## config.mk

```make
export PLATFORM = sky130hd
export DESIGN_NAME = vcgs_ctrl
export DESIGN_NICKNAME = d
export VERILOG_FILES = /design/src/hw/rtl/vcgs_pkg.sv /design/src/hw/rtl/vcgs_ctrl.sv
export SDC_FILE = /design/constraint.sdc
export NUM_CORES = 1
export LEC_CHECK = 0
export BUFFER_PORTS_ARGS = -buffer_cell sky130_fd_sc_hd__buf_2
export CORE_MARGIN = 1.5
export CORE_UTILIZATION = 61
export DETAILED_ROUTE_END_ITERATION = 7
export GPL_TIMING_DRIVEN = 1
export PLACE_DENSITY = 0.85
export SETUP_SLACK_MARGIN = 0.5
export SLEW_MARGIN = 10
export SYNTH_ARGS = -nofsm -noshare
export SYNTH_HDL_FRONTEND = slang
export SYNTH_SLANG_ARGS = --single-unit
export TNS_END_PERCENT = 100
```

## constraint.sdc

```tcl
create_clock -name clk_i -period 2.98 [get_ports clk_i]
set_input_delay 0.447 -clock clk_i [delete_from_list [all_inputs] [get_ports clk_i]]
set_output_delay 0.447 -clock clk_i [all_outputs]
set_load 0.005 [all_outputs]
```

## src/hw/rtl/vcgs_pkg.sv

```systemverilog
// Shared constants, types and command codes for the Verlet cloth grid stepper.
// Used by the controller, the datapath and the top level.
`default_nettype none

package vcgs_pkg;

  // Grid geometry
  localparam int GRID_SIDE = 4;
  localparam int NODES     = GRID_SIDE * GRID_SIDE;
  localparam int IDX_W     = $clog2(NODES);
  localparam int RC_W      = $clog2(GRID_SIDE);

  // Q16.16 constants
  localparam logic [31:0] REST_Q     = 32'd98304;   // 1.5
  localparam logic [32:0] GRAV_Q     = 33'd642253;  // 9.8
  localparam logic [31:0] DIST_MIN_Q = 32'd6;       // 1e-4
  localparam logic [16:0] ONE_Q      = 17'd65536;   // 1.0

  // Iterative units
  localparam int ITR_W    = 5;
  localparam int SQ_STEPS = 32;  // one result bit per cycle
  localparam int DV_STEPS = 30;  // quotient stays below 2^29

  typedef struct packed {
    logic signed [31:0] x;
    logic signed [31:0] y;
    logic signed [31:0] z;
  } pos_t;

  typedef struct packed {
    logic [3:0]         node_index;
    logic signed [31:0] pos_x;
    logic signed [31:0] pos_y;
    logic signed [31:0] pos_z;
    logic               last_node;
  } node_res_t;

  typedef enum logic [0:0] {
    REG_CHARGE_BASE  = 1'b0,
    REG_CHARGE_RATIO = 1'b1
  } reg_idx_e;

  typedef enum logic [4:0] {
    ST_IDLE, ST_DT2,
    ST_N_RD, ST_N_ACC, ST_N_TERM, ST_N_WR, ST_N_CHG,
    ST_R_SEL, ST_R_RDA, ST_R_RDB, ST_R_LATB, ST_R_DIFF,
    ST_R_SQX, ST_R_SQY, ST_R_SQZ, ST_R_SQS, ST_R_SQI, ST_R_SQRT,
    ST_R_CHK, ST_R_DIV, ST_R_F,
    ST_R_PX, ST_R_PY, ST_R_PZ, ST_R_PW, ST_R_WRA, ST_R_WRB, ST_R_NEXT,
    ST_E_RD, ST_E_LD
  } ctrl_state_e;

  typedef enum logic [4:0] {
    OP_NONE, OP_LD_DT, OP_DT2,
    OP_N_MULG, OP_N_ACC, OP_N_MULT, OP_N_WR, OP_N_CHG,
    OP_LAT_A, OP_LAT_B, OP_DIFF,
    OP_SQX, OP_SQY, OP_SQZ, OP_SQS, OP_SQ_INIT, OP_SQ_STEP,
    OP_DV_INIT, OP_DV_STEP, OP_F,
    OP_PX, OP_PY, OP_PZ, OP_PW, OP_WR_A, OP_WR_B, OP_OUT_LD
  } dp_op_e;

  typedef struct packed {
    dp_op_e          op;
    logic [RC_W-1:0] row;
    logic [RC_W-1:0] col;
    logic            row_end;
    logic            last;
  } dp_cmd_t;

  typedef struct packed {
    logic dt_zero;
    logic iter_last;
    logic short_len;
    logic out_free;
  } dp_sts_t;

endpackage

`default_nettype wire

```

## src/hw/rtl/vcgs_ctrl.sv

```systemverilog
// Controller: sequences integration, spring relaxation and result emission.
// Issues one datapath command per cycle; uses vcgs_pkg.
`default_nettype none

module vcgs_ctrl import vcgs_pkg::*; (
  input  wire logic    clk_i,
  input  wire logic    rst_ni,
  input  wire logic    tick_vld_i,
  output logic         tick_rdy_o,
  input  wire dp_sts_t sts_i,
  output dp_cmd_t      cmd_o
);

  localparam logic [RC_W-1:0] LAST_RC = RC_W'(GRID_SIDE - 1);

  ctrl_state_e     state_q, state_d;
  logic [RC_W-1:0] row_q, row_d, col_q, col_d;
  logic            dir_q, dir_d;   // 0: right spring, 1: down spring
  logic            col_last, row_last, node_last, spring_ok;

  assign col_last  = col_q == LAST_RC;
  assign row_last  = row_q == LAST_RC;
  assign node_last = col_last && row_last;
  assign spring_ok = dir_q ? !row_last : !col_last;

  always_ff @(posedge clk_i or negedge rst_ni) begin
    if (!rst_ni) begin
      state_q <= ST_IDLE;
      row_q   <= '0;
      col_q   <= '0;
      dir_q   <= 1'b0;
    end else begin
      state_q <= state_d;
      row_q   <= row_d;
      col_q   <= col_d;
      dir_q   <= dir_d;
    end
  end

  // next state and node walk
  always_comb begin
    state_d = state_q;
    row_d   = row_q;
    col_d   = col_q;
    dir_d   = dir_q;
    unique case (state_q)
      ST_IDLE: begin
        row_d = '0;
        col_d = '0;
        dir_d = 1'b0;
        if (tick_vld_i) begin
          state_d = sts_i.dt_zero ? ST_E_RD : ST_DT2;
        end
      end
      ST_DT2:    state_d = ST_N_RD;
      ST_N_RD:   state_d = ST_N_ACC;
      ST_N_ACC:  state_d = ST_N_TERM;
      ST_N_TERM: state_d = ST_N_WR;
      ST_N_WR:   state_d = ST_N_CHG;
      ST_N_CHG: begin
        state_d = node_last ? ST_R_SEL : ST_N_RD;
        if (col_last) begin
          col_d = '0;
          row_d = row_last ? '0 : row_q + 1'b1;
        end else begin
          col_d = col_q + 1'b1;
        end
      end
      ST_R_SEL:  state_d = spring_ok ? ST_R_RDA : ST_R_NEXT;
      ST_R_RDA:  state_d = ST_R_RDB;
      ST_R_RDB:  state_d = ST_R_LATB;
      ST_R_LATB: state_d = ST_R_DIFF;
      ST_R_DIFF: state_d = ST_R_SQX;
      ST_R_SQX:  state_d = ST_R_SQY;
      ST_R_SQY:  state_d = ST_R_SQZ;
      ST_R_SQZ:  state_d = ST_R_SQS;
      ST_R_SQS:  state_d = ST_R_SQI;
      ST_R_SQI:  state_d = ST_R_SQRT;
      ST_R_SQRT: state_d = sts_i.iter_last ? ST_R_CHK : ST_R_SQRT;
      ST_R_CHK:  state_d = sts_i.short_len ? ST_R_NEXT : ST_R_DIV;
      ST_R_DIV:  state_d = sts_i.iter_last ? ST_R_F : ST_R_DIV;
      ST_R_F:    state_d = ST_R_PX;
      ST_R_PX:   state_d = ST_R_PY;
      ST_R_PY:   state_d = ST_R_PZ;
      ST_R_PZ:   state_d = ST_R_PW;
      ST_R_PW:   state_d = ST_R_WRA;
      ST_R_WRA:  state_d = ST_R_WRB;
      ST_R_WRB:  state_d = ST_R_NEXT;
      ST_R_NEXT: begin
        if (!dir_q) begin
          dir_d   = 1'b1;
          state_d = ST_R_SEL;
        end else begin
          dir_d   = 1'b0;
          state_d = node_last ? ST_E_RD : ST_R_SEL;
          if (col_last) begin
            col_d = '0;
            row_d = row_last ? '0 : row_q + 1'b1;
          end else begin
            col_d = col_q + 1'b1;
          end
        end
      end
      ST_E_RD: state_d = ST_E_LD;
      ST_E_LD: begin
        if (sts_i.out_free) begin
          state_d = node_last ? ST_IDLE : ST_E_RD;
          if (col_last) begin
            col_d = '0;
            row_d = row_last ? '0 : row_q + 1'b1;
          end else begin
            col_d = col_q + 1'b1;
          end
        end
      end
      default: state_d = ST_IDLE;
    endcase
  end

  // command outputs
  always_comb begin
    tick_rdy_o    = 1'b0;
    cmd_o.op      = OP_NONE;
    cmd_o.row     = row_q;
    cmd_o.col     = col_q;
    cmd_o.row_end = col_last;
    cmd_o.last    = node_last;
    unique case (state_q)
      ST_IDLE: begin
        tick_rdy_o = 1'b1;
        cmd_o.op   = tick_vld_i ? OP_LD_DT : OP_NONE;
      end
      ST_DT2:    cmd_o.op = OP_DT2;
      ST_N_RD:   cmd_o.op = OP_N_MULG;
      ST_N_ACC:  cmd_o.op = OP_N_ACC;
      ST_N_TERM: cmd_o.op = OP_N_MULT;
      ST_N_WR:   cmd_o.op = OP_N_WR;
      ST_N_CHG:  cmd_o.op = OP_N_CHG;
      ST_R_RDB, ST_R_WRB: begin
        cmd_o.op  = (state_q == ST_R_RDB) ? OP_LAT_A : OP_WR_B;
        cmd_o.row = dir_q ? row_q + 1'b1 : row_q;
        cmd_o.col = dir_q ? col_q : col_q + 1'b1;
      end
      ST_R_LATB: cmd_o.op = OP_LAT_B;
      ST_R_DIFF: cmd_o.op = OP_DIFF;
      ST_R_SQX:  cmd_o.op = OP_SQX;
      ST_R_SQY:  cmd_o.op = OP_SQY;
      ST_R_SQZ:  cmd_o.op = OP_SQZ;
      ST_R_SQS:  cmd_o.op = OP_SQS;
      ST_R_SQI:  cmd_o.op = OP_SQ_INIT;
      ST_R_SQRT: cmd_o.op = OP_SQ_STEP;
      ST_R_CHK:  cmd_o.op = OP_DV_INIT;
      ST_R_DIV:  cmd_o.op = OP_DV_STEP;
      ST_R_F:    cmd_o.op = OP_F;
      ST_R_PX:   cmd_o.op = OP_PX;
      ST_R_PY:   cmd_o.op = OP_PY;
      ST_R_PZ:   cmd_o.op = OP_PZ;
      ST_R_PW:   cmd_o.op = OP_PW;
      ST_R_WRA:  cmd_o.op = OP_WR_A;
      ST_E_LD:   cmd_o.op = sts_i.out_free ? OP_OUT_LD : OP_NONE;
      default:   cmd_o.op = OP_NONE;
    endcase
  end

endmodule

`default_nettype wire

```

==> summary.txt, run 1 <==
Drt
  – Post-route ant nets: 0
  – Post-Route M1 WL: 1.359 mm
  – Met2 wire len: 1.445 mm
  – WL/cell: 15.54 um
  – Routed wl met3: 255 um
  – Final wirelength: 3.077 mm
  – Max layer used: met4
  – Residual DRC: 0
  – TritonRoute pass-1 iters: 4
  – DRT iter0 DRCs: 72
  – DR vias/cell: 6.384
  – Vias: 1264

STA
  – Final setup vio count: 0
  – Fmax: 428.8 MHz
  – Worst Tran Pin Value: 431.4 ps
  – Rel. slew slack: 71.02%
  – Slew Viols, Final: 0
  – Fin Setup TNS: 0 ps
  – Minimum clock period: 2332 ps
  – Unrepaired setup endpoints after global routing: no
  – Final setup skew: 6.148 ps
  – Crit share post-route: 78.25%
  – Final hold vios: 0

Clocking
  – Cts bufs inserted: 3
  – Worst-path clk slew: 70 ps
  – Root Driver: clkbuf_4
  – CTS tree: done
  – Clock latency at the later pin of the worst-skew pair: 270 ps
  – CTS Sinks: 10
  – Longest Clk Path Bufs: 2
  – Setup Fix Bufs, Post-CTS: 0
  – # H-tree levels: 1

Pwr
  – Peak supply drop: 314.4 uV
  – Total Power: 273.6 uW
  – Pwr dens: 207.4 nW/um^2
  – Clock power frac: 46.5%
  – Pleak: 0.5064 nW
  – NetSw: 59.42 uW
  – Pint: 214.1 uW
  – Logic pwr share: 3.9%
  – Switching share of power: 21.72%
  – Reg power frac: 49.6%

Status
  – Status: completed

Setup path
  – Worst Path Max Fanout: 24
  – Startpoint Class: flip-flop
  – CP endpoint kind: output port
  – R2R cell count: 4
  – Req. time, crit path: 2530 ps
  – Critical path class: flip-flop to output port
  – Arrival @ worst endpoint: 1880 ps

Cells and area
  – Share of layout cells above drive strength 1: 18.71%
  – Final design utilization: 68.62%
  – Fin area: 1319 sq um
  – # diodes: 0
  – Syn-to-layout area delta: 7.881%
  – FILL cells: 155
  – Multi-input logic area: 862.1 sq um
  – Register area: 251.5 sq um
  – Commonest non-fill, non-tap cell in the layout: buf_2
  – Most frequent cells in the layout: 18 x buf_2, 16 x nor2_1, 13 x o21ai_0
  – Layout net count: 181

Floorplan
  – Io pins: 19
  – Row count: 16
  – Starting Density: 63.61%
  – Die H: 47.77 um
  – Die area: 2282 sq um
  – Die width: 47.77 um
  – CORE AREA: 1922 sq um

Global routing
  – Largest net degree at the start of global routing: 36
  – Congestion Overflow GR: 0
  – Vias in the first global route: 1017
  – Antenna violations before repair: 0
  – First-pass GRT wire length: 4.816 mm
  – Gr usage total: 30.35%

Logic synthesis
  – Post-Syn Instances: 163
  – Netlist cell types: 50
  – Post-synthesis cell area: 1222 sq um
  – Sequential element share of the synthesized area: 20.47%
  – Syn Area/Cell: 7.500 sq um
  – #FFs+latches synth: 10
  – Syn Nets: 172
  – Yosys Warn Count: 0
  – EDFF count, synth: 0
  – Top_reg_cell synth: dfrtp_1
  – Post-synth ARST share: 100.0%

Job
  – Max-cap violations: 0

Place
  – Post-DP HPWL: 2.189 mm
  – PortBufs: 18
  – Post-DP Area: 1281 sq um
  – GP Congestion: 0.8931

Worst hold path
  – Worst Hold Class: input pin to async pin
-- kinds of logic after synthesis --
kind of cell / after synthesis / share of synthesized area (%)
simple gates: 67 / 28.46
compound gates: 51 / 31.22
buf+inv: 22 / 9.006
flops: 10 / 20.47
mux: 7 / 5.937
xor+xnor: 4 / 2.866
fa+ha+maj: 2 / 2.047
-- power by group through the flow --
stage                     clock network [mW]  logic (mW)  registers [mW]
after floorplan                            0     0.00244           0.138
after detailed placement                   0      0.0106           0.138
after global routing                   0.141      0.0121           0.136
final                                  0.127      0.0107           0.136
after CTS                              0.129      0.0107           0.136
after global placement                     0      0.0104           0.138
-- area by class of cell --
class / count / share of cell area (%)
multi-input cells: 131 / 65.37
flip-flops and latches: 10 / 19.07
repair buffers: 22 / 9.108
clock buffers: 4 / 2.751
well taps: 27 / 2.562
inverters: 4 / 1.139
-- registers in the layout, summed over array words and instances, names as in the netlist --
register,cells
state_q,5
row_q,2
dir_q,1
col_q,2
-- routing by layer --
metal,GRT usage (%),vias up
met1,45.96,584
met2,41.07,66
met4,7.568,0
met3,10.19,2
li1,-,612
met5,0,-
-- final timing paths --
path | start | end | slack (ps)
max | state_q[2] | cmd_o[3] | 650
min | rst_ni | col_q[1] | 20
min in group clk_i | row_q[1] | row_q[1] | 550
max reg2reg | state_q[3] | state_q[2] | 1100
min reg2reg | row_q[1] | row_q[1] | 550
max in group asynchronous | rst_ni | state_q[2] | 2740
-- timing repair --
item / CTS / global route
hold buffers: 0 / 0
hold endpoints to repair: 0 / 0
endpoints found under the setup margin: 0 / 2
gates resized for setup: 0 / 1
-- worst max-delay path, cell delays in order (launching register included) --
cell and delay [ps]:
dfrtp_2 550, nand2b_1 240, a21oi_1 170, and2_1 190, mux2_1 330, buf_2 130
-- metrics by stage --
step | setup slack (ps) | hold WS (ps) | instances
after floorplan | 1027 | 151.4 | 163
after global placement | 881.1 | 316.7 | 194
after detailed placement | 823.6 | 318.2 | 194
after CTS | 524.6 | 17.99 | 198
after global routing | 547.6 | 12.77 | 198
final | 648.1 | 17.80 | 198
-- Yosys cell counts, types with 2 or more instances --
master    count  area [sq um]
nor3_1        6         30.03
buf_2        10         50.05
and2_1        4         25.02
nand3b_1      2         15.01
a32o_1        2         20.02
a22o_1        2         17.52
a31oi_1       3         18.77
nand3_1       6         30.03
o21a_1        2         15.01
dfrtp_1      10         250.2
mux2_1        2         22.52
a41oi_1       2         17.52
inv_1         4         15.01
ha_1          2         25.02
clkbuf_1      4         15.01
o22ai_1       2         12.51
mux2i_1       5         50.05
or3_1         3         18.77
buf_4         2         15.01
a21oi_1       6         30.03
xnor2_1       2         17.52
a211oi_1      3         22.52
nor2_1       16         60.06
nand2_1      12         45.04
xor2_1        2         17.52
nand2b_1      5         31.28
o21ai_0      13         65.06
nor2b_1       6         37.54
o211ai_1      4         30.03
(Power assumes the default switching activity.)
==> run 2: changes to the inputs <==
- CORE_UTILIZATION: 61 -> 56
- PLACE_DENSITY: 0.85 -> 0.79
- clock period: 2.98 -> 2.2 ns (I/O delays scaled with it)
==> run 2 against run 1 <==
Against the previous run: final cell count is 7.6% higher; combinational power is 63% higher; flip-flop and latch count stayed put; sequential power is 35% higher; clock skew is 6.0 ps lower; critical path depth stayed put; critical path type unchanged; largest cell class unchanged; largest power group unchanged; highest routed layer unchanged.
==> summary.txt, run 2 (synthesized netlist as in run 1, its figures left out) <==
Global routing
  – Global route hottest layer: met2
  – Gr usage total: 29.85%
  – Congestion Overflow GR: 0
  – Met1 Use GR: 38.85%
  – Largest net degree at the start of global routing: 28
  – First-pass GRT wire length: 5.789 mm
  – M3 GR Usage: 5.455%
  – GRT met2 Usage: 52.00%
  – Vias in the first global route: 1254
  – Antenna violations before repair: 0

Drt
  – Final wirelength: 4.024 mm
  – Post-route ant nets: 0
  – Residual DRC: 0
  – WL/cell: 18.89 um
  – DRT iter0 DRCs: 83
  – TritonRoute pass-1 iters: 5
  – Vias: 1414
  – DR vias/cell: 6.638

STA
  – Final setup vio count: 0
  – Final setup skew: 0.1548 ps
  – Crit share post-route: 97.02%
  – Fin Setup TNS: 0 ps
  – Rel. slew slack: 70.20%
  – Worst Tran Pin Value: 443.6 ps
  – Slew Viols, Final: 0
  – Fmax: 468.5 MHz
  – Minimum clock period: 2134 ps
  – Unrepaired setup endpoints after global routing: yes
  – Final hold vios: 0

Cells and area
  – Layout net count: 197
  – Biggest register: state_q
  – Share of layout cells above drive strength 1: 38.17%
  – Biggest regs: state_q (5), col_q (2), row_q (2)
  – Largest register FFs: 5
  – Commonest non-fill, non-tap cell in the layout: buf_2
  – # diodes: 0
  – Non-Filler Instances: 213
  – Syn-to-layout area delta: 35.52%
  – Most frequent cells in the layout: 18 x buf_2, 12 x nand2_1, 12 x nor2_1

Setup path
  – Startpoint Class: flip-flop
  – Arrival @ worst endpoint: 1800 ps
  – Req. time, crit path: 1870 ps
  – Worst Path Max Fanout: 2
  – Cell family with most CP delay: simple AND/OR/NAND/NOR gates
  – CP endpoint kind: output port
  – Critical path class: flip-flop to output port
  – Worst path slowest cell: or3b_1
  – Worst Path Buf+Inv: 1
  – CP Cell Sequence: or3b_1, a21oi_2, and2_4, mux2_4, buf_2
  – Slowest stage delay, CP: 410 ps

Worst hold path
  – Worst Hold Class: input pin to async pin

Clocking
  – Longest Clk Path Bufs: 2
  – Root Driver: clkbuf_4
  – Clock latency at the later pin of the worst-skew pair: 250 ps
  – CTS Sinks: 10
  – Worst-path clk slew: 60 ps
  – # H-tree levels: 1
  – CTS tree: done
  – Cts bufs inserted: 3

Place
  – Post-DP HPWL: 2.222 mm
  – PortBufs: 18
  – Placed Cells: 195
  – GP Congestion: 0.8738

Floorplan
  – Row count: 16
  – Io pins: 19
  – Die H: 49.72 um
  – Starting Density: 61.06%
  – Die width: 49.72 um
  – Die area: 2472 sq um
  – CORE AREA: 2002 sq um

Pwr
  – Pwr dens: 194.5 nW/um^2
  – Peak supply drop: 439.5 uV
  – Pleak: 0.6275 nW
  – Total Power: 322.2 uW

Status
  – Status: completed

Job
  – Max-cap violations: 0
run 2: per-layer routing:
| metal | vias up | part of all wire (%) |
|---|---|---|
| met1 | 664 | 38 |
| met2 | 97 | 50 |
| li1 | 643 | - |
| met5 | - | 0 |
| met4 | 0 | 1.6 |
| met3 | 10 | 10 |
run 2: power by group:
part / switching [mW] / internal (mW)
sequential: 0 / 0.184
combinational: 0.0103 / 0.00706
clock: 0.0581 / 0.0630
run 2: timing repair:
| item | in CTS | in global routing |
|---|---|---|
| pin swaps | 6 | 14 |
| gates cloned | 1 | 1 |
| hold endpoints to repair | 10 | 0 |
| gates resized for setup | 14 | 29 |
| endpoints found under the setup margin | 20 | 19 |
| hold buffers | 1 | 0 |
| buffers inserted | 4 | 8 |
run 2: final cells by class:
class	instances	area [sq um]
Multi-Input combinational cell	131	999.7
Clock buffer	3	22.52
Tap cell	27	33.78
Fill cell	118	345.3
Timing Repair Buffer	38	329.1
Sequential cell	10	252.7
Inverter	4	18.77
run 2: final timing paths:
path                       slack (ps)  startpoint  depth (start not counted)         end
setup reg to reg                  240  state_q[4]                          7    row_q[0]
setup / recovery                   70  state_q[4]                          5    cmd_o[3]
min in group clk_i                520  tick_vld_i                          3  state_q[3]
hold / removal                    490      rst_ni                          2    col_q[1]
hold reg to reg                   530    row_q[1]                          1    row_q[1]
max in group asynchronous        1500      rst_ni                          2  state_q[2]
run 2: stage by stage:
step | hold WS (ps) | setup slack [ps] | area (sq um) | utilization (%)
detailed placement | 198.8 | 359.1 | 1315 | 65.69
CTS | 472.6 | 128.7 | 1459 | 72.88
finish | 489.8 | 65.51 | 1657 | 82.75
global placement | 193.4 | 402.0 | 1315 | 65.69
floorplan | 34.41 | 435.6 | 1237 | -
global route | 495.8 | 13.94 | 1657 | 82.75
==> run 3: changes to the inputs <==
- ABC_AREA: unset -> 1
- CELL_PAD_IN_SITES_DETAIL_PLACEMENT: unset -> 1
- CELL_PAD_IN_SITES_GLOBAL_PLACEMENT: unset -> 1
- CORE_UTILIZATION: 56 -> 38
- GPL_ROUTABILITY_DRIVEN: unset -> 0
- PLACE_DENSITY: 0.79 -> unset
- PLACE_DENSITY_LB_ADDON: unset -> 0.1
==> run 3 against run 2 <==
Against the previous run: cell area increased by 13%; non-clock buffer count increased by 9; clock skew increased by 11 ps; sequential share of layout area decreased by 1.6 points; global-route usage increased by 3.0 points; final cell count increased by 47%; critical path type unchanged; critical endpoint is now cmd_o[8]; largest cell class unchanged.
==> summary.txt, run 3 <==
Status
  – Status: completed

Drt
  – Vias: 1908
  – Routed wl met3: 615 um
  – TritonRoute pass-1 iters: 5
  – Post-Route M1 WL: 2.609 mm
  – DRT iter0 DRCs: 194
  – WL/cell: 21.39 um
  – Post-route ant nets: 0
  – Final wirelength: 6.716 mm
  – Residual DRC: 0
  – DR vias/cell: 6.076
  – Max layer used: met4
  – Met2 wire len: 3.209 mm

Clocking
  – Clock latency at the later pin of the worst-skew pair: 280 ps
  – CTS Sinks: 10
  – # H-tree levels: 1
  – CTS tree: done
  – Worst-path clk slew: 80 ps
  – Cts bufs inserted: 3
  – Longest Clk Path Bufs: 2
  – Root Driver: clkbuf_4

Setup path
  – Most common cell on crit path: nand3_1
  – Arrival @ worst endpoint: 1860 ps
  – Critical path depth: 8
  – Worst Path Buf+Inv: 2
  – Worst Path Max Fanout: 6
  – Req. time, crit path: 1870 ps
  – CP Cell Sequence: inv_2, nor2_4, nand3_1, and2_4, nand3_1, nor3b_1, nand2_1, buf_2
  – CP endpoint kind: output port
  – Critical path class: flip-flop to output port
  – Cell family with most CP delay: simple AND/OR/NAND/NOR gates
  – Worst path slowest cell: dfrtp_2
  – Startpoint Class: flip-flop
  – R2R cell count: 12
  – Slowest stage delay, CP: 490 ps

Logic synthesis
  – Dominant cells by area after synthesis: nand2_1 23%, dfrtp_1 20%, nand3_1 15%
  – Post-Syn Instances: 225
  – Post-synthesis cell area: 1250 sq um
  – Syn Nets: 234
  – Post-synthesis mux area share: 1.802%
  – EDFF count, synth: 0
  – Xor and xnor area share after synthesis: 1.401%
  – Count leader, synth: nand2_1
  – Post-synthesis adder-cell area fraction: 2.002%
  – Post-synth ARST share: 100.0%
  – Main combinational cell family by area after synthesis: simple AND/OR/NAND/NOR gates
  – Share of the synthesized area in the top cell type: 23.42%
  – Post-Synth Simple-Gate Area: 58.96%
  – Top_reg_cell synth: dfrtp_1
  – Yosys Warn Count: 0
  – Compound-cell area share of the yosys netlist: 6.206%
  – Netlist cell types: 25
  – Post-synth top area cell: nand2_1
  – Syn Area/Cell: 5.555 sq um
  – Sequential element share of the synthesized area: 20.02%
  – Top post-synthesis cells by count: 78 x nand2_1, 38 x nand3_1, 29 x nor2_1
  – #FFs+latches synth: 10

Cells and area
  – Syn-to-layout area delta: 49.95%
  – Share of layout cells above drive strength 1: 40.00%
  – Commonest non-fill, non-tap cell in the layout: nand2_1
  – Layout net count: 280
  – FILL cells: 431
  – Final design utilization: 60.89%
  – Non-Filler Instances: 314
  – Most frequent cells in the layout: 59 x nand2_1, 31 x nand3_1, 25 x nor2_1
  – Multi-input logic area: 1077 sq um
  – Biggest register: state_q
  – Register area: 255.2 sq um
  – Biggest regs: state_q (5), col_q (2), row_q (2)
  – Largest register FFs: 5
  – # diodes: 0

Pwr
  – Pwr dens: 1520 nW/um^2
  – Pleak: 1.094 nW
  – Peak supply drop: 612.7 uV

STA
  – Slew Viols, Final: 0
  – Final hold vios: 0
  – Final setup skew: 11.32 ps
  – Final setup vio count: 0
  – Fin Setup TNS: 0 ps
  – Setup WS post-layout: 7.956 ps
  – Minimum clock period: 2192 ps
  – Fmax: 456.2 MHz
  – Rel. slew slack: 76.52%
  – Worst Tran Pin Value: 351.7 ps
  – Unrepaired setup endpoints after global routing: yes
  – Crit share post-route: 99.64%

Place
  – Placed Cells: 287
  – Post-DP HPWL: 3.859 mm
  – Pre-CTS worst setup slack: 137.3 ps
  – PortBufs: 18

Floorplan
  – Row count: 20
  – Starting Density: 40.61%
  – CORE AREA: 3078 sq um
  – Die area: 3642 sq um
  – Io pins: 19
  – Die width: 60.35 um
  – Die H: 60.35 um

Global routing
  – First-pass GRT wire length: 8.583 mm
  – Congestion Overflow GR: 0
  – Largest net degree at the start of global routing: 22
  – Vias in the first global route: 1710
  – Gr usage total: 32.83%
  – Antenna violations before repair: 0

Worst hold path
  – Worst Hold Class: input pin to flip-flop
  – Hold depth: 4

Job
  – Max-cap violations: 0
[run 3: cell families after synthesis]
logic type | Yosys count
AOI/OAI and AO/OA | 15
xor gates and xnor gates | 2
adders and majority gates | 2
buffers and inverters | 29
DFF | 10
muxes | 2
and+or+nand+nor | 165
[run 3: final cells by class]
type,instances,area share [%]
repair buffers,47,19.29
flip-flops and latches,10,13.62
inverters,23,4.740
multi-input cells,186,57.48
well taps,44,2.937
clock buffers,4,1.936
[run 3: worst min-delay path, stage by stage]
cell     delay (ps)
buf_2            90
inv_1            50
nand2_2         130
nand2_2          70
[run 3: metrics by stage]
stage / power [mW] / cell area [sq um] / hold WS, ps
CTS: 2.401 / 1717 / 441.2
floorplan: 1.261 / 1250 / 34.41
global placement: 1.771 / 1406 / 201.0
detailed placement: 1.793 / 1406 / 208.0
global route: 2.979 / 1874 / 449.2
finish: 2.849 / 1874 / 424.8
[run 3: final timing paths]
kind                       startpoint         end  slack, ps
min in group asynchronous      rst_ni  state_q[3]        440
setup / recovery           state_q[3]    cmd_o[8]          8
hold / removal               sts_i[0]  state_q[3]        420
setup reg to reg           state_q[0]  state_q[2]        350
hold reg to reg              col_q[1]    col_q[1]        540
max in group asynchronous      rst_ni  state_q[0]       1530
[run 3: power breakdown]
group / internal (mW) / leakage, nW / switching (mW)
clock network: 0.101 / 0.0210 / 0.0757
registers: 0.264 / 0.127 / 0.154
logic: 0.866 / 0.946 / 1.39
total: 1.23 / 1.09 / 1.62
[run 3: repair_timing]
item / CTS / global route
resized for setup: 41 / 33
setup endpoints to repair: 18 / 18
hold buffers: 1 / 0
setup buffers: 16 / 6
hold endpoints to repair: 10 / 0
pin swaps: 10 / 14
[run 3: routing by layer]
| layer | up-vias | global-route usage (%) |
|---|---|---|
| met5 | - | 0 |
| met4 | 0 | 7.937 |
| met3 | 33 | 6.397 |
| met2 | 148 | 57.14 |
| met1 | 904 | 41.83 |
| li1 | 823 | - |
